<file path="config.mk">
export PLATFORM = sky130hd
export DESIGN_NAME = process_run_queue_scheduler_top
export DESIGN_NICKNAME = d
export VERILOG_FILES = /design/src/hw/rtl/prqs_pkg.sv /design/src/hw/rtl/process_run_queue_scheduler_top.sv /design/src/hw/rtl/prqs_cfg.sv /design/src/hw/rtl/prqs_ctrl.sv /design/src/hw/rtl/prqs_dp.sv
export SDC_FILE = /design/constraint.sdc
export NUM_CORES = 1
export LEC_CHECK = 0
export BUFFER_PORTS_ARGS = -buffer_cell sky130_fd_sc_hd__buf_4
export CAP_MARGIN = 15
export CORE_MARGIN = 5
export CORE_UTILIZATION = 50
export DETAILED_ROUTE_END_ITERATION = 16
export PLACE_DENSITY = 0.64
export SLEW_MARGIN = 5
export SYNTH_ARGS = -nofsm -noshare
export SYNTH_HDL_FRONTEND = slang
export SYNTH_HIERARCHICAL = 1
export SYNTH_SLANG_ARGS = --single-unit
</file>
<file path="constraint.sdc">
create_clock -name clk -period 7.4 [get_ports clk]
set_clock_uncertainty 0.1 [all_clocks]
set_input_delay 0 -clock clk [delete_from_list [all_inputs] [get_ports clk]]
set_output_delay 0 -clock clk [all_outputs]
set_load 0.01 [all_outputs]
</file>
<file path="src/hw/rtl/prqs_pkg.sv">
`default_nettype none

package prqs_pkg;

    localparam int PRQS_MAX_PROCESSES = 16;
    localparam int PRQS_MEMORY_WORDS  = 65536;

    localparam int ACTION_W   = 2;
    localparam int SIZE_W     = 17;
    localparam int LEN_W      = 16;
    localparam int ID_W       = 8;
    localparam int BASE_OUT_W = 16;
    localparam int ERR_W      = 2;
    localparam int MODE_W     = 2;
    localparam int QUANTUM_W  = 16;
    localparam int SLICE_W    = 16;

    localparam int PADDR_W = 3;
    localparam int PDATA_W = 32;
    localparam int REG_W   = 1;

    localparam logic [REG_W-1:0] REG_MODE    = 1'd0;
    localparam logic [REG_W-1:0] REG_QUANTUM = 1'd1;

    localparam logic [MODE_W-1:0]    MODE_RESET    = 2'd0;
    localparam logic [QUANTUM_W-1:0] QUANTUM_RESET = 16'd4;

    localparam logic [MODE_W-1:0] MODE_FCFS = 2'd0;
    localparam logic [MODE_W-1:0] MODE_SJF  = 2'd1;
    localparam logic [MODE_W-1:0] MODE_RR   = 2'd2;

    typedef enum logic [ACTION_W-1:0] {
        ACT_CREATE = 2'd0,
        ACT_TICK   = 2'd1,
        ACT_EXIT   = 2'd2
    } action_t;

    typedef enum logic [ERR_W-1:0] {
        ERR_NONE       = 2'd0,
        ERR_QUEUE_FULL = 2'd1,
        ERR_MEM_FULL   = 2'd2,
        ERR_EMPTY_EXIT = 2'd3
    } err_t;

    typedef enum logic [2:0] {
        ST_IDLE,
        ST_DECIDE,
        ST_SCAN,
        ST_SCAN_LAST,
        ST_ROTATE,
        ST_HEAD,
        ST_OUT
    } state_t;

    typedef struct packed {
        logic [ID_W-1:0]  id;
        logic [LEN_W-1:0] len;
    } entry_t;

    typedef struct packed {
        logic latch_item;
        logic alloc;
        logic err_we;
        err_t err;
        logic set_switched;
        logic set_stopped;
        logic append;
        logic scan_init;
        logic scan_step;
        logic scan_last;
        logic slice_inc;
        logic slice_clr;
        logic rotate;
        logic pop;
        logic out_load;
    } dp_cmd_t;

    typedef struct packed {
        action_t act;
        logic    q_full;
        logic    mem_full;
        logic    cnt_zero;
        logic    cnt_multi;
        logic    slice_le;
        logic    sjf;
        logic    rr;
        logic    scan_hit;
        logic    scan_last;
        logic    out_free;
    } dp_status_t;

endpackage

`default_nettype wire

</file>
<file path="src/hw/rtl/process_run_queue_scheduler_top.sv">
// A tick, an exit or a plain create passes ST_DECIDE, ST_HEAD and ST_OUT before its
// result is valid; a rotation adds ST_ROTATE; a shortest-job create adds ST_SCAN,
// one queue slot per cycle through the ring memory, and then ST_SCAN_LAST when the
// new job is not last. A new transaction is taken only once the result is loaded.
// Reset: queue empty, ids, allocator and slice counter zero, mode 0, quantum 4;
// the queue memory is not cleared and needs no clearing pass.
`default_nettype none

module process_run_queue_scheduler_top import prqs_pkg::*;
#(
    parameter int MAX_PROCESSES = PRQS_MAX_PROCESSES,
    parameter int MEMORY_WORDS  = PRQS_MEMORY_WORDS
)
(
    input  wire logic                  clk,
    input  wire logic                  rst_n,
    input  wire logic                  in_valid,
    output logic                       in_ready,
    input  wire logic [ACTION_W-1:0]   action,
    input  wire logic [SIZE_W-1:0]     program_size,
    input  wire logic [LEN_W-1:0]      job_length,
    output logic                       out_valid,
    input  wire logic                  out_ready,
    output logic      [ID_W-1:0]       running_id,
    output logic                       running_valid,
    output logic                       switched,
    output logic                       stopped,
    output logic      [ID_W-1:0]       new_id,
    output logic      [BASE_OUT_W-1:0] base_address,
    output logic      [ERR_W-1:0]      error,
    input  wire logic                  psel,
    input  wire logic                  penable,
    input  wire logic                  pwrite,
    input  wire logic [PADDR_W-1:0]    paddr,
    input  wire logic [PDATA_W-1:0]    pwdata,
    output logic      [PDATA_W-1:0]    prdata,
    output logic                       pready
);

    logic [MODE_W-1:0]    mode;
    logic [QUANTUM_W-1:0] quantum;
    dp_cmd_t              cmd;
    dp_status_t           status;

    prqs_cfg u_cfg (
        .clk     (clk),
        .rst_n   (rst_n),
        .psel    (psel),
        .penable (penable),
        .pwrite  (pwrite),
        .paddr   (paddr),
        .pwdata  (pwdata),
        .prdata  (prdata),
        .pready  (pready),
        .mode    (mode),
        .quantum (quantum)
    );

    prqs_ctrl u_ctrl (
        .clk      (clk),
        .rst_n    (rst_n),
        .in_valid (in_valid),
        .in_ready (in_ready),
        .status   (status),
        .cmd      (cmd)
    );

    prqs_dp #(
        .MAX_PROCESSES (MAX_PROCESSES),
        .MEMORY_WORDS  (MEMORY_WORDS)
    ) u_dp (
        .clk           (clk),
        .rst_n         (rst_n),
        .action        (action),
        .program_size  (program_size),
        .job_length    (job_length),
        .mode          (mode),
        .quantum       (quantum),
        .cmd           (cmd),
        .status        (status),
        .out_ready     (out_ready),
        .out_valid     (out_valid),
        .running_id    (running_id),
        .running_valid (running_valid),
        .switched      (switched),
        .stopped       (stopped),
        .new_id        (new_id),
        .base_address  (base_address),
        .error         (error)
    );

    // One transaction in flight at a time
    a_one_in_flight: assert property (@(posedge clk) disable iff (!rst_n)
        in_valid && in_ready |=> !in_ready)
        else $error("input accepted while a transaction is in flight");

    a_empty_head_zero: assert property (@(posedge clk) disable iff (!rst_n)
        out_valid && !running_valid |-> running_id == '0)
        else $error("empty queue reports a running id");

    a_stop_empties: assert property (@(posedge clk) disable iff (!rst_n)
        out_valid && stopped |-> !running_valid && !switched)
        else $error("stop reported with a process still queued");

    a_error_no_change: assert property (@(posedge clk) disable iff (!rst_n)
        out_valid && (error != ERR_NONE) |-> !switched && !stopped && new_id == '0)
        else $error("failed transaction reports a state change");

endmodule

`default_nettype wire

</file>
<file path="src/hw/rtl/prqs_cfg.sv">
`default_nettype none

module prqs_cfg import prqs_pkg::*;
(
    input  wire logic                 clk,
    input  wire logic                 rst_n,
    input  wire logic                 psel,
    input  wire logic                 penable,
    input  wire logic                 pwrite,
    input  wire logic [PADDR_W-1:0]   paddr,
    input  wire logic [PDATA_W-1:0]   pwdata,
    output logic      [PDATA_W-1:0]   prdata,
    output logic                      pready,
    output logic      [MODE_W-1:0]    mode,
    output logic      [QUANTUM_W-1:0] quantum
);

    logic [MODE_W-1:0]    mode_reg;
    logic [MODE_W-1:0]    mode_next;
    logic [QUANTUM_W-1:0] quantum_reg;
    logic [QUANTUM_W-1:0] quantum_next;
    logic [REG_W-1:0]     reg_idx;
    logic                 wr_en;

    assign reg_idx = paddr[PADDR_W-1:2];
    assign wr_en   = psel && penable && pwrite;
    assign pready  = 1'b1;

    always_comb
    begin
        mode_next    = mode_reg;
        quantum_next = quantum_reg;
        if (wr_en)
        begin
            case (reg_idx)
                REG_MODE:    mode_next    = pwdata[MODE_W-1:0];
                REG_QUANTUM: quantum_next = pwdata[QUANTUM_W-1:0];
                default:     mode_next    = mode_reg;
            endcase
        end
    end

    always_comb
    begin
        case (reg_idx)
            REG_MODE:    prdata = PDATA_W'(mode_reg);
            REG_QUANTUM: prdata = PDATA_W'(quantum_reg);
            default:     prdata = '0;
        endcase
    end

    always_ff @(posedge clk or negedge rst_n)
    begin
        if (!rst_n)
        begin
            mode_reg    <= MODE_RESET;
            quantum_reg <= QUANTUM_RESET;
        end
        else
        begin
            mode_reg    <= mode_next;
            quantum_reg <= quantum_next;
        end
    end

    assign mode    = mode_reg;
    assign quantum = quantum_reg;

endmodule

`default_nettype wire

</file>
<file path="src/hw/rtl/prqs_ctrl.sv">
`default_nettype none

module prqs_ctrl import prqs_pkg::*;
(
    input  wire logic       clk,
    input  wire logic       rst_n,
    input  wire logic       in_valid,
    output logic            in_ready,
    input  wire dp_status_t status,
    output dp_cmd_t         cmd
);

    state_t state_reg;
    state_t state_next;

    always_ff @(posedge clk or negedge rst_n)
    begin
        if (!rst_n)
            state_reg <= ST_IDLE;
        else
            state_reg <= state_next;
    end

    always_comb
    begin
        state_next = state_reg;
        cmd        = '0;
        cmd.err    = ERR_NONE;
        in_ready   = 1'b0;
        case (state_reg)
            ST_IDLE:
            begin
                in_ready = 1'b1;
                if (in_valid)
                begin
                    cmd.latch_item = 1'b1;
                    state_next     = ST_DECIDE;
                end
            end
            ST_DECIDE:
            begin
                state_next = ST_HEAD;
                case (status.act)
                    ACT_CREATE:
                    begin
                        if (status.q_full)
                        begin
                            cmd.err_we = 1'b1;
                            cmd.err    = ERR_QUEUE_FULL;
                        end
                        else if (status.mem_full)
                        begin
                            cmd.err_we = 1'b1;
                            cmd.err    = ERR_MEM_FULL;
                        end
                        else
                        begin
                            cmd.alloc = 1'b1;
                            if (status.sjf && !status.cnt_zero)
                            begin
                                cmd.scan_init = 1'b1;
                                state_next    = ST_SCAN;
                            end
                            else
                                cmd.append = 1'b1;
                        end
                    end
                    ACT_TICK:
                    begin
                        if (status.rr && !status.cnt_zero)
                        begin
                            if (status.slice_le)
                                cmd.slice_inc = 1'b1;
                            else
                            begin
                                cmd.slice_clr = 1'b1;
                                if (status.cnt_multi)
                                    state_next = ST_ROTATE;
                            end
                        end
                    end
                    ACT_EXIT:
                    begin
                        if (status.cnt_zero)
                        begin
                            cmd.err_we = 1'b1;
                            cmd.err    = ERR_EMPTY_EXIT;
                        end
                        else
                        begin
                            cmd.pop          = 1'b1;
                            cmd.set_switched = status.cnt_multi;
                            cmd.set_stopped  = !status.cnt_multi;
                        end
                    end
                    default:
                        state_next = ST_HEAD;
                endcase
            end
            ST_SCAN:
            begin
                cmd.scan_step = 1'b1;
                if (status.scan_last)
                    state_next = status.scan_hit ? ST_SCAN_LAST : ST_HEAD;
            end
            ST_SCAN_LAST:
            begin
                cmd.scan_last = 1'b1;
                state_next    = ST_HEAD;
            end
            ST_ROTATE:
            begin
                cmd.rotate       = 1'b1;
                cmd.set_switched = 1'b1;
                state_next       = ST_HEAD;
            end
            ST_HEAD:
                state_next = ST_OUT;
            ST_OUT:
            begin
                if (status.out_free)
                begin
                    cmd.out_load = 1'b1;
                    state_next   = ST_IDLE;
                end
            end
            default:
                state_next = ST_IDLE;
        endcase
    end

endmodule

`default_nettype wire

</file>
<file path="src/hw/rtl/prqs_dp.sv">
`default_nettype none

module prqs_dp import prqs_pkg::*;
#(
    parameter int MAX_PROCESSES = PRQS_MAX_PROCESSES,
    parameter int MEMORY_WORDS  = PRQS_MEMORY_WORDS
)
(
    input  wire logic                  clk,
    input  wire logic                  rst_n,
    input  wire logic [ACTION_W-1:0]   action,
    input  wire logic [SIZE_W-1:0]     program_size,
    input  wire logic [LEN_W-1:0]      job_length,
    input  wire logic [MODE_W-1:0]     mode,
    input  wire logic [QUANTUM_W-1:0]  quantum,
    input  wire dp_cmd_t               cmd,
    output dp_status_t                 status,
    input  wire logic                  out_ready,
    output logic                       out_valid,
    output logic      [ID_W-1:0]       running_id,
    output logic                       running_valid,
    output logic                       switched,
    output logic                       stopped,
    output logic      [ID_W-1:0]       new_id,
    output logic      [BASE_OUT_W-1:0] base_address,
    output logic      [ERR_W-1:0]      error
);

    localparam int CNT_W  = $clog2(MAX_PROCESSES + 1);
    localparam int PTR_W  = $clog2(MAX_PROCESSES);
    localparam int BASE_W = $clog2(MEMORY_WORDS + 1);
    localparam int SUM_W  = ((BASE_W > SIZE_W) ? BASE_W : SIZE_W) + 1;

    localparam logic [CNT_W-1:0] MAX_CNT   = CNT_W'(MAX_PROCESSES);
    localparam logic [CNT_W:0]   MAX_EXT   = (CNT_W + 1)'(MAX_PROCESSES);
    localparam logic [PTR_W-1:0] LAST_PTR  = PTR_W'(MAX_PROCESSES - 1);
    localparam logic [SUM_W-1:0] MEM_LIMIT = SUM_W'(MEMORY_WORDS);

    // Queue held as a ring: logical slot k lives at (head + k) mod depth
    entry_t mem [MAX_PROCESSES];
    entry_t rd_entry_reg;

    logic [ACTION_W-1:0] item_action_reg;
    logic [SIZE_W-1:0]   item_size_reg;
    logic [LEN_W-1:0]    item_key_reg;

    logic [PTR_W-1:0]   head_reg;
    logic [PTR_W-1:0]   head_next;
    logic [CNT_W-1:0]   count_reg;
    logic [CNT_W-1:0]   count_next;
    logic [ID_W-1:0]    next_id_reg;
    logic [ID_W-1:0]    next_id_next;
    logic [BASE_W-1:0]  next_base_reg;
    logic [BASE_W-1:0]  next_base_next;
    logic [SLICE_W-1:0] slice_reg;
    logic [SLICE_W-1:0] slice_next;

    logic [CNT_W-1:0] idx_reg;
    logic             found_reg;
    entry_t           carry_reg;

    logic [ID_W-1:0]       res_new_id_reg;
    logic [BASE_OUT_W-1:0] res_base_reg;
    err_t                  res_err_reg;
    logic                  res_switched_reg;
    logic                  res_stopped_reg;

    logic                  out_valid_reg;
    logic                  out_valid_next;
    logic [ID_W-1:0]       out_running_id_reg;
    logic                  out_running_valid_reg;
    logic                  out_switched_reg;
    logic                  out_stopped_reg;
    logic [ID_W-1:0]       out_new_id_reg;
    logic [BASE_OUT_W-1:0] out_base_reg;
    logic [ERR_W-1:0]      out_error_reg;

    logic [CNT_W-1:0] idx_inc;
    logic [CNT_W-1:0] rd_off;
    logic [PTR_W-1:0] rd_addr;
    logic [PTR_W-1:0] tail_addr;
    logic [PTR_W-1:0] idx_addr;
    logic [PTR_W-1:0] head_inc;
    logic [SUM_W-1:0] base_ext;
    logic [SUM_W-1:0] alloc_sum;
    logic             scan_hit;
    logic             scan_last;
    logic             cnt_zero;
    entry_t           new_entry;
    logic             wr_en;
    logic [PTR_W-1:0] wr_addr;
    entry_t           wr_data;

    function automatic logic [PTR_W-1:0] ring_addr(input logic [PTR_W-1:0] hd,
                                                    input logic [CNT_W-1:0] off);
        logic [CNT_W:0] sum;
        sum = (CNT_W + 1)'(hd) + (CNT_W + 1)'(off);
        if (sum >= MAX_EXT)
            sum = sum - MAX_EXT;
        return sum[PTR_W-1:0];
    endfunction

    assign idx_inc   = idx_reg + CNT_W'(1);
    assign rd_off    = cmd.scan_step ? idx_inc : '0;
    assign rd_addr   = ring_addr(head_reg, rd_off);
    assign tail_addr = ring_addr(head_reg, count_reg);
    assign idx_addr  = ring_addr(head_reg, idx_reg);
    assign head_inc  = (head_reg == LAST_PTR) ? '0 : head_reg + PTR_W'(1);
    assign base_ext  = SUM_W'(next_base_reg);
    assign alloc_sum = base_ext + SUM_W'(item_size_reg);
    assign cnt_zero  = (count_reg == '0);

    // Insert before the first longer job; everything from there ripples one slot on
    assign scan_hit  = found_reg || (rd_entry_reg.len > item_key_reg);
    assign scan_last = (idx_inc == count_reg);

    assign new_entry.id  = cmd.append ? next_id_reg : res_new_id_reg;
    assign new_entry.len = item_key_reg;

    always_comb
    begin
        wr_en   = 1'b0;
        wr_addr = tail_addr;
        wr_data = new_entry;
        if (cmd.append)
            wr_en = 1'b1;
        else if (cmd.scan_step)
        begin
            wr_en   = scan_hit || scan_last;
            wr_addr = scan_hit ? idx_addr : tail_addr;
            wr_data = found_reg ? carry_reg : new_entry;
        end
        else if (cmd.scan_last)
        begin
            wr_en   = 1'b1;
            wr_data = carry_reg;
        end
        else if (cmd.rotate)
        begin
            wr_en   = 1'b1;
            wr_data = rd_entry_reg;
        end
    end

    always_ff @(posedge clk)
    begin
        if (wr_en)
            mem[wr_addr] <= wr_data;
        rd_entry_reg <= mem[rd_addr];
    end

    always_comb
    begin
        head_next      = head_reg;
        count_next     = count_reg;
        next_id_next   = next_id_reg;
        next_base_next = next_base_reg;
        slice_next     = slice_reg;
        out_valid_next = out_valid_reg;
        if (cmd.pop || cmd.rotate)
            head_next = head_inc;
        if (cmd.append || cmd.scan_last || (cmd.scan_step && scan_last && !scan_hit))
            count_next = count_reg + CNT_W'(1);
        else if (cmd.pop)
            count_next = count_reg - CNT_W'(1);
        if (cmd.alloc)
        begin
            next_id_next   = next_id_reg + ID_W'(1);
            next_base_next = alloc_sum[BASE_W-1:0];
        end
        if (cmd.slice_inc)
            slice_next = slice_reg + SLICE_W'(1);
        else if (cmd.slice_clr)
            slice_next = '0;
        if (cmd.out_load)
            out_valid_next = 1'b1;
        else if (out_ready)
            out_valid_next = 1'b0;
    end

    always_ff @(posedge clk or negedge rst_n)
    begin
        if (!rst_n)
        begin
            head_reg      <= '0;
            count_reg     <= '0;
            next_id_reg   <= '0;
            next_base_reg <= '0;
            slice_reg     <= '0;
            out_valid_reg <= 1'b0;
        end
        else
        begin
            head_reg      <= head_next;
            count_reg     <= count_next;
            next_id_reg   <= next_id_next;
            next_base_reg <= next_base_next;
            slice_reg     <= slice_next;
            out_valid_reg <= out_valid_next;
        end
    end

    always_ff @(posedge clk)
    begin
        if (cmd.latch_item)
        begin
            item_action_reg  <= action;
            item_size_reg    <= program_size;
            item_key_reg     <= job_length;
            res_new_id_reg   <= '0;
            res_base_reg     <= '0;
            res_err_reg      <= ERR_NONE;
            res_switched_reg <= 1'b0;
            res_stopped_reg  <= 1'b0;
        end
        else
        begin
            if (cmd.alloc)
            begin
                res_new_id_reg <= next_id_reg;
                res_base_reg   <= base_ext[BASE_OUT_W-1:0];
            end
            if (cmd.err_we)
                res_err_reg <= cmd.err;
            if (cmd.set_switched)
                res_switched_reg <= 1'b1;
            if (cmd.set_stopped)
                res_stopped_reg <= 1'b1;
        end

        if (cmd.scan_init)
        begin
            idx_reg   <= '0;
            found_reg <= 1'b0;
        end
        else if (cmd.scan_step)
        begin
            idx_reg <= idx_inc;
            if (scan_hit)
            begin
                carry_reg <= rd_entry_reg;
                found_reg <= 1'b1;
            end
        end

        if (cmd.out_load)
        begin
            out_running_id_reg    <= cnt_zero ? '0 : rd_entry_reg.id;
            out_running_valid_reg <= !cnt_zero;
            out_switched_reg      <= res_switched_reg;
            out_stopped_reg       <= res_stopped_reg;
            out_new_id_reg        <= res_new_id_reg;
            out_base_reg          <= res_base_reg;
            out_error_reg         <= res_err_reg;
        end
    end

    assign status.act       = action_t'(item_action_reg);
    assign status.q_full    = (count_reg == MAX_CNT);
    assign status.mem_full  = (alloc_sum > MEM_LIMIT);
    assign status.cnt_zero  = cnt_zero;
    assign status.cnt_multi = (count_reg > CNT_W'(1));
    assign status.slice_le  = (slice_reg <= quantum);
    assign status.sjf       = (mode == MODE_SJF);
    assign status.rr        = (mode == MODE_RR);
    assign status.scan_hit  = scan_hit;
    assign status.scan_last = scan_last;
    assign status.out_free  = !out_valid_reg || out_ready;

    assign out_valid     = out_valid_reg;
    assign running_id    = out_running_id_reg;
    assign running_valid = out_running_valid_reg;
    assign switched      = out_switched_reg;
    assign stopped       = out_stopped_reg;
    assign new_id        = out_new_id_reg;
    assign base_address  = out_base_reg;
    assign error         = out_error_reg;

endmodule

`default_nettype wire
</file>
==> results.txt <==
----------------------------------------------------
[Yosys]
  Ranking of synthesized cells by area ... sky130_fd_sc_hd__edfxtp_1 (54%), sky130_fd_sc_hd__mux4_2 (8.1%), sky130_fd_sc_hd__dfrtp_1 (6.7%), sky130_fd_sc_hd__dfxtp_1 (4.4%), sky130_fd_sc_hd__ha_1 (3.1%)
  Post-synthesis sequential area ratio ... 65.23%
  Post-synth EDFFs ... 480
  Synth cell types ... 87
  Cells after Synth ... 1,726
  Most frequently used flop master after synthesis ... sky130_fd_sc_hd__edfxtp_1
  Flip-flop and latch count after synthesis ... 610
  Area share of the largest cell type after synthesis ... 54.10%
  Cell Area, Synth ... 26,640 sq um
  Post-synthesis async set-or-reset flop share ... 11.80%
  Library cell with the largest summed area after synthesis ... sky130_fd_sc_hd__edfxtp_1
  Count of yosys warnings during synthesis ... 6
  Mean instance size in the synthesized netlist ... 15.43 sq um

[Place]
  DPL Wire Length ... 34,240 microns
  Count of placed standard cells including taps ... 2,494
  GPL Wtd Cong ... 0.7948
  Number of buffer cells added on primary ports ... 113

[STA]
  Remaining max-slew budget at the tightest pin ... 21.88%
  Actual slew at the worst max-slew pin ... 1.172 ns
  Shortest clock period the worst path allows after layout ... 5.960 ns
  Unrepaired setup endpoints after global routing ... false
  Part of the cycle the worst path needs ... 80.54%
  Fin Setup TNS ... 0 ns
  Final-report hold violation count ... 0
  Timing-limited maximum frequency ... 167.8 MHz
  Count of endpoints failing setup in the final report ... 0
  Hold Slack ... 0.02089 ns
  Fin. max-slew vios ... 0

[Die]
  Initial core utilization ... 50.59%
  Chip Width ... 240.8 microns
  Total I/O pin count ... 149
  Rows ... 84
  Height of the die ... 240.8 microns
  Placeable Area ... 52,660 sq um
  Die ar. ... 58,000 sq um

[Worst hold path]
  Hold Crit Class ... input pin to asynchronous set/reset pin

[Layout]
  Fill cell count ... 3,989
  Antenna diodes ... 0
  Commonest cells after routing, fill and taps aside ... sky130_fd_sc_hd__edfxtp_1 (480), sky130_fd_sc_hd__buf_4 (170), sky130_fd_sc_hd__mux4_2 (96)
  Net count of the finished layout ... 2,101
  Synthesis-to-layout area growth ... 18.01%
  Number of flip-flops in the largest register ... 384
  Most common cell after layout, fill and taps aside ... sky130_fd_sc_hd__edfxtp_1
  Final non-filler cell total ... 2,691
  Share of post-route cells with drive strength above 1 ... 23.56%

[Clock tree]
  Total of cells resized after clock tree synthesis ... 0
  CTS tree ... done
  Clock H-tree levels ... 3
  Maximum count of clock buffers along a single path ... 3
  Root buffer cell ... sky130_fd_sc_hd__clkbuf_16
  Clock Pin Slew Worst Setup and Hold Paths ... 0.06 ns
  Number of setup buffers added after CTS ... 0
  Clock insertion delay at the later pin of the skew report ... 0.60 ns
  CTS buffer count ... 66
  Post-CTS Hold Fix Bufs ... 79
  Clock sinks ... 610

[Drt]
  Drt first-iter violations ... 1,251
  DRT Pass-1 Iters ... 5
  Via total after detailed routing ... 15,380
  Via-to-Cell Ratio ... 5.715
  Post-detailed-routing wire length ... 58,120 microns
  Post-DR wirelength/cell ... 21.60 microns
  Post-DRT Antenna Nets ... 0
  Residual DRC count ... 0

[Power]
  Power density over cell area ... 413.2 nW/um^2
  Largest vdd supply drop ... 0.0002692 V
  LEAKAGE ... 0.01151 uW

[Worst setup path]
  Top fanout value on the critical path ... 20
  Startpoint of the worst register-to-register path ... u_dp/next_base_reg[0]$_DFFE_PN0P_
  Worst setup path class ... flip-flop to flip-flop
  Endpoint of the worst-slack reg-to-reg timing path ... u_dp/mem[3][2]$_DFFE_PP_
  Logic depth of the worst register-to-register path ... 16
  Critical path arrival ... 6.27 ns
  Slack of the worst reg-to-reg path ... 1.44 ns
  Worst EP required ... 7.71 ns
  Critical Path Source Type ... flip-flop
  Worst Setup End Kind ... flip-flop

[Global route]
  Overflow left after global routing ... 0
  Largest net degree at the start of global routing ... 73
  Number of global-route vias before repair ... 15,880
  Antenna violations before repair ... 0
  Total Routing Usage GR ... 20.31%
  Global-route wire length before repair ... 90,890 microns

[Flow run]
  Number of maximum-capacitance constraint violations ... 0

[Outcome]
  Result of the run ... completed

----------------------------------------------------
[kinds of logic after synthesis]
logic type | Yosys count | share of synthesized area (%)
XOR/XNOR | 38 | 1.249
AND/OR/NAND/NOR | 362 | 7.270
other | 2 | 0.02819
adder cells (fa/ha/maj) | 70 | 3.400
multiplexers | 222 | 13.29
AO/OA/AOI/OAI | 262 | 6.824
flip-flops | 610 | 65.23
buffers and inverters | 160 | 2.710
[layer usage]
| layer | share of wire, % | GRT usage, % | vias to the layer above | wire, microns |
|---|---|---|---|---|
| met5 | 0 | 0 | - | 0 |
| met1 | 44 | 28.47 | 7766 | 25740 |
| met3 | 5.2 | 3.497 | 97 | 3024 |
| li1 | - | - | 7112 | - |
| met2 | 48 | 33.69 | 405 | 28110 |
| met4 | 2.1 | 5.095 | 0 | 1237 |
[synth_stat cells, drive strengths merged, types with 52 or more instances]
cell	count
nor2	83
clkbuf	61
mux2	57
nand2	61
o21ai	56
edfxtp	480
ha	66
mux4	96
dfxtp	58
inv	56
a21oi	66
mux2i	69
dfrtp	71
nor2b	52
[per-stage QoR]
stage	cell area, sq um	total power (uW)	setup WS, ns	util [%]
after floorplan	26700	8383	1.225	-
after global placement	28470	9592	1.564	54.06
after detailed placement	28470	9744	1.492	54.06
after CTS	31430	13120	1.448	59.69
after global routing	31440	13730	1.125	59.70
final	31440	12990	1.440	59.70
[how the worst max path moves through the flow]
stage	start	end	slack, ns	depth (start not counted)
final	u_dp/next_base_reg[0]$_DFFE_PN0P_	u_dp/mem[3][2]$_DFFE_PP_	1.44	16
after detailed placement	u_dp/next_base_reg[0]$_DFFE_PN0P_	u_dp/mem[5][2]$_DFFE_PP_	1.49	16
after floorplan	u_dp/next_base_reg[0]$_DFFE_PN0P_	u_dp/mem[1][0]$_DFFE_PP_	1.22	16
after CTS	u_dp/next_base_reg[0]$_DFFE_PN0P_	u_dp/mem[14][2]$_DFFE_PP_	1.45	16
after global routing	u_dp/next_base_reg[0]$_DFFE_PN0P_	u_dp/mem[8][15]$_DFFE_PP_	1.12	16
after global placement	u_dp/next_base_reg[0]$_DFFE_PN0P_	u_dp/mem[12][11]$_DFFE_PP_	1.56	16
[worst max-delay path: stages (launching register included)]
cell and delay (ns):
sky130_fd_sc_hd__dfrtp_1 0.39, sky130_fd_sc_hd__ha_1 0.21, sky130_fd_sc_hd__fa_1 0.40, sky130_fd_sc_hd__a211oi_1 0.54
sky130_fd_sc_hd__o21ai_2 0.25, sky130_fd_sc_hd__a211o_1 0.37, sky130_fd_sc_hd__a22oi_1 0.19, sky130_fd_sc_hd__nand4_1 0.16
sky130_fd_sc_hd__nor3_1 0.29, sky130_fd_sc_hd__a31oi_1 0.23, sky130_fd_sc_hd__or3_1 0.50, sky130_fd_sc_hd__nor2_4 0.14
sky130_fd_sc_hd__o21a_2 0.47, sky130_fd_sc_hd__nand2b_1 0.78, sky130_fd_sc_hd__o22ai_1 0.15, sky130_fd_sc_hd__a221oi_1 0.34
sky130_fd_sc_hd__buf_4 0.25
[report_power, final]
| part | switching, uW | internal [uW] | leakage [uW] |
|---|---|---|---|
| Combinational | 2560 | 1900 | 0.00467 |
| Sequential | 341 | 4910 | 0.00578 |
| Clock | 1290 | 1980 | 0.00106 |
| Total | 4200 | 8790 | 0.0115 |
[layout make-up]
cell class | count | area, sq um | share of cell area [%]
Timing Repair Buffer | 249 | 2067 | 6.575
Multi-Input combinational cell | 971 | 8748 | 27.83
Tap cell | 688 | 860.8 | 2.738
Inverter | 56 | 210.2 | 0.6686
Clock buffer | 90 | 1876 | 5.966
Clock inverter | 27 | 297.8 | 0.9472
Sequential cell | 610 | 17380 | 55.28
(Power assumes the default switching activity.)
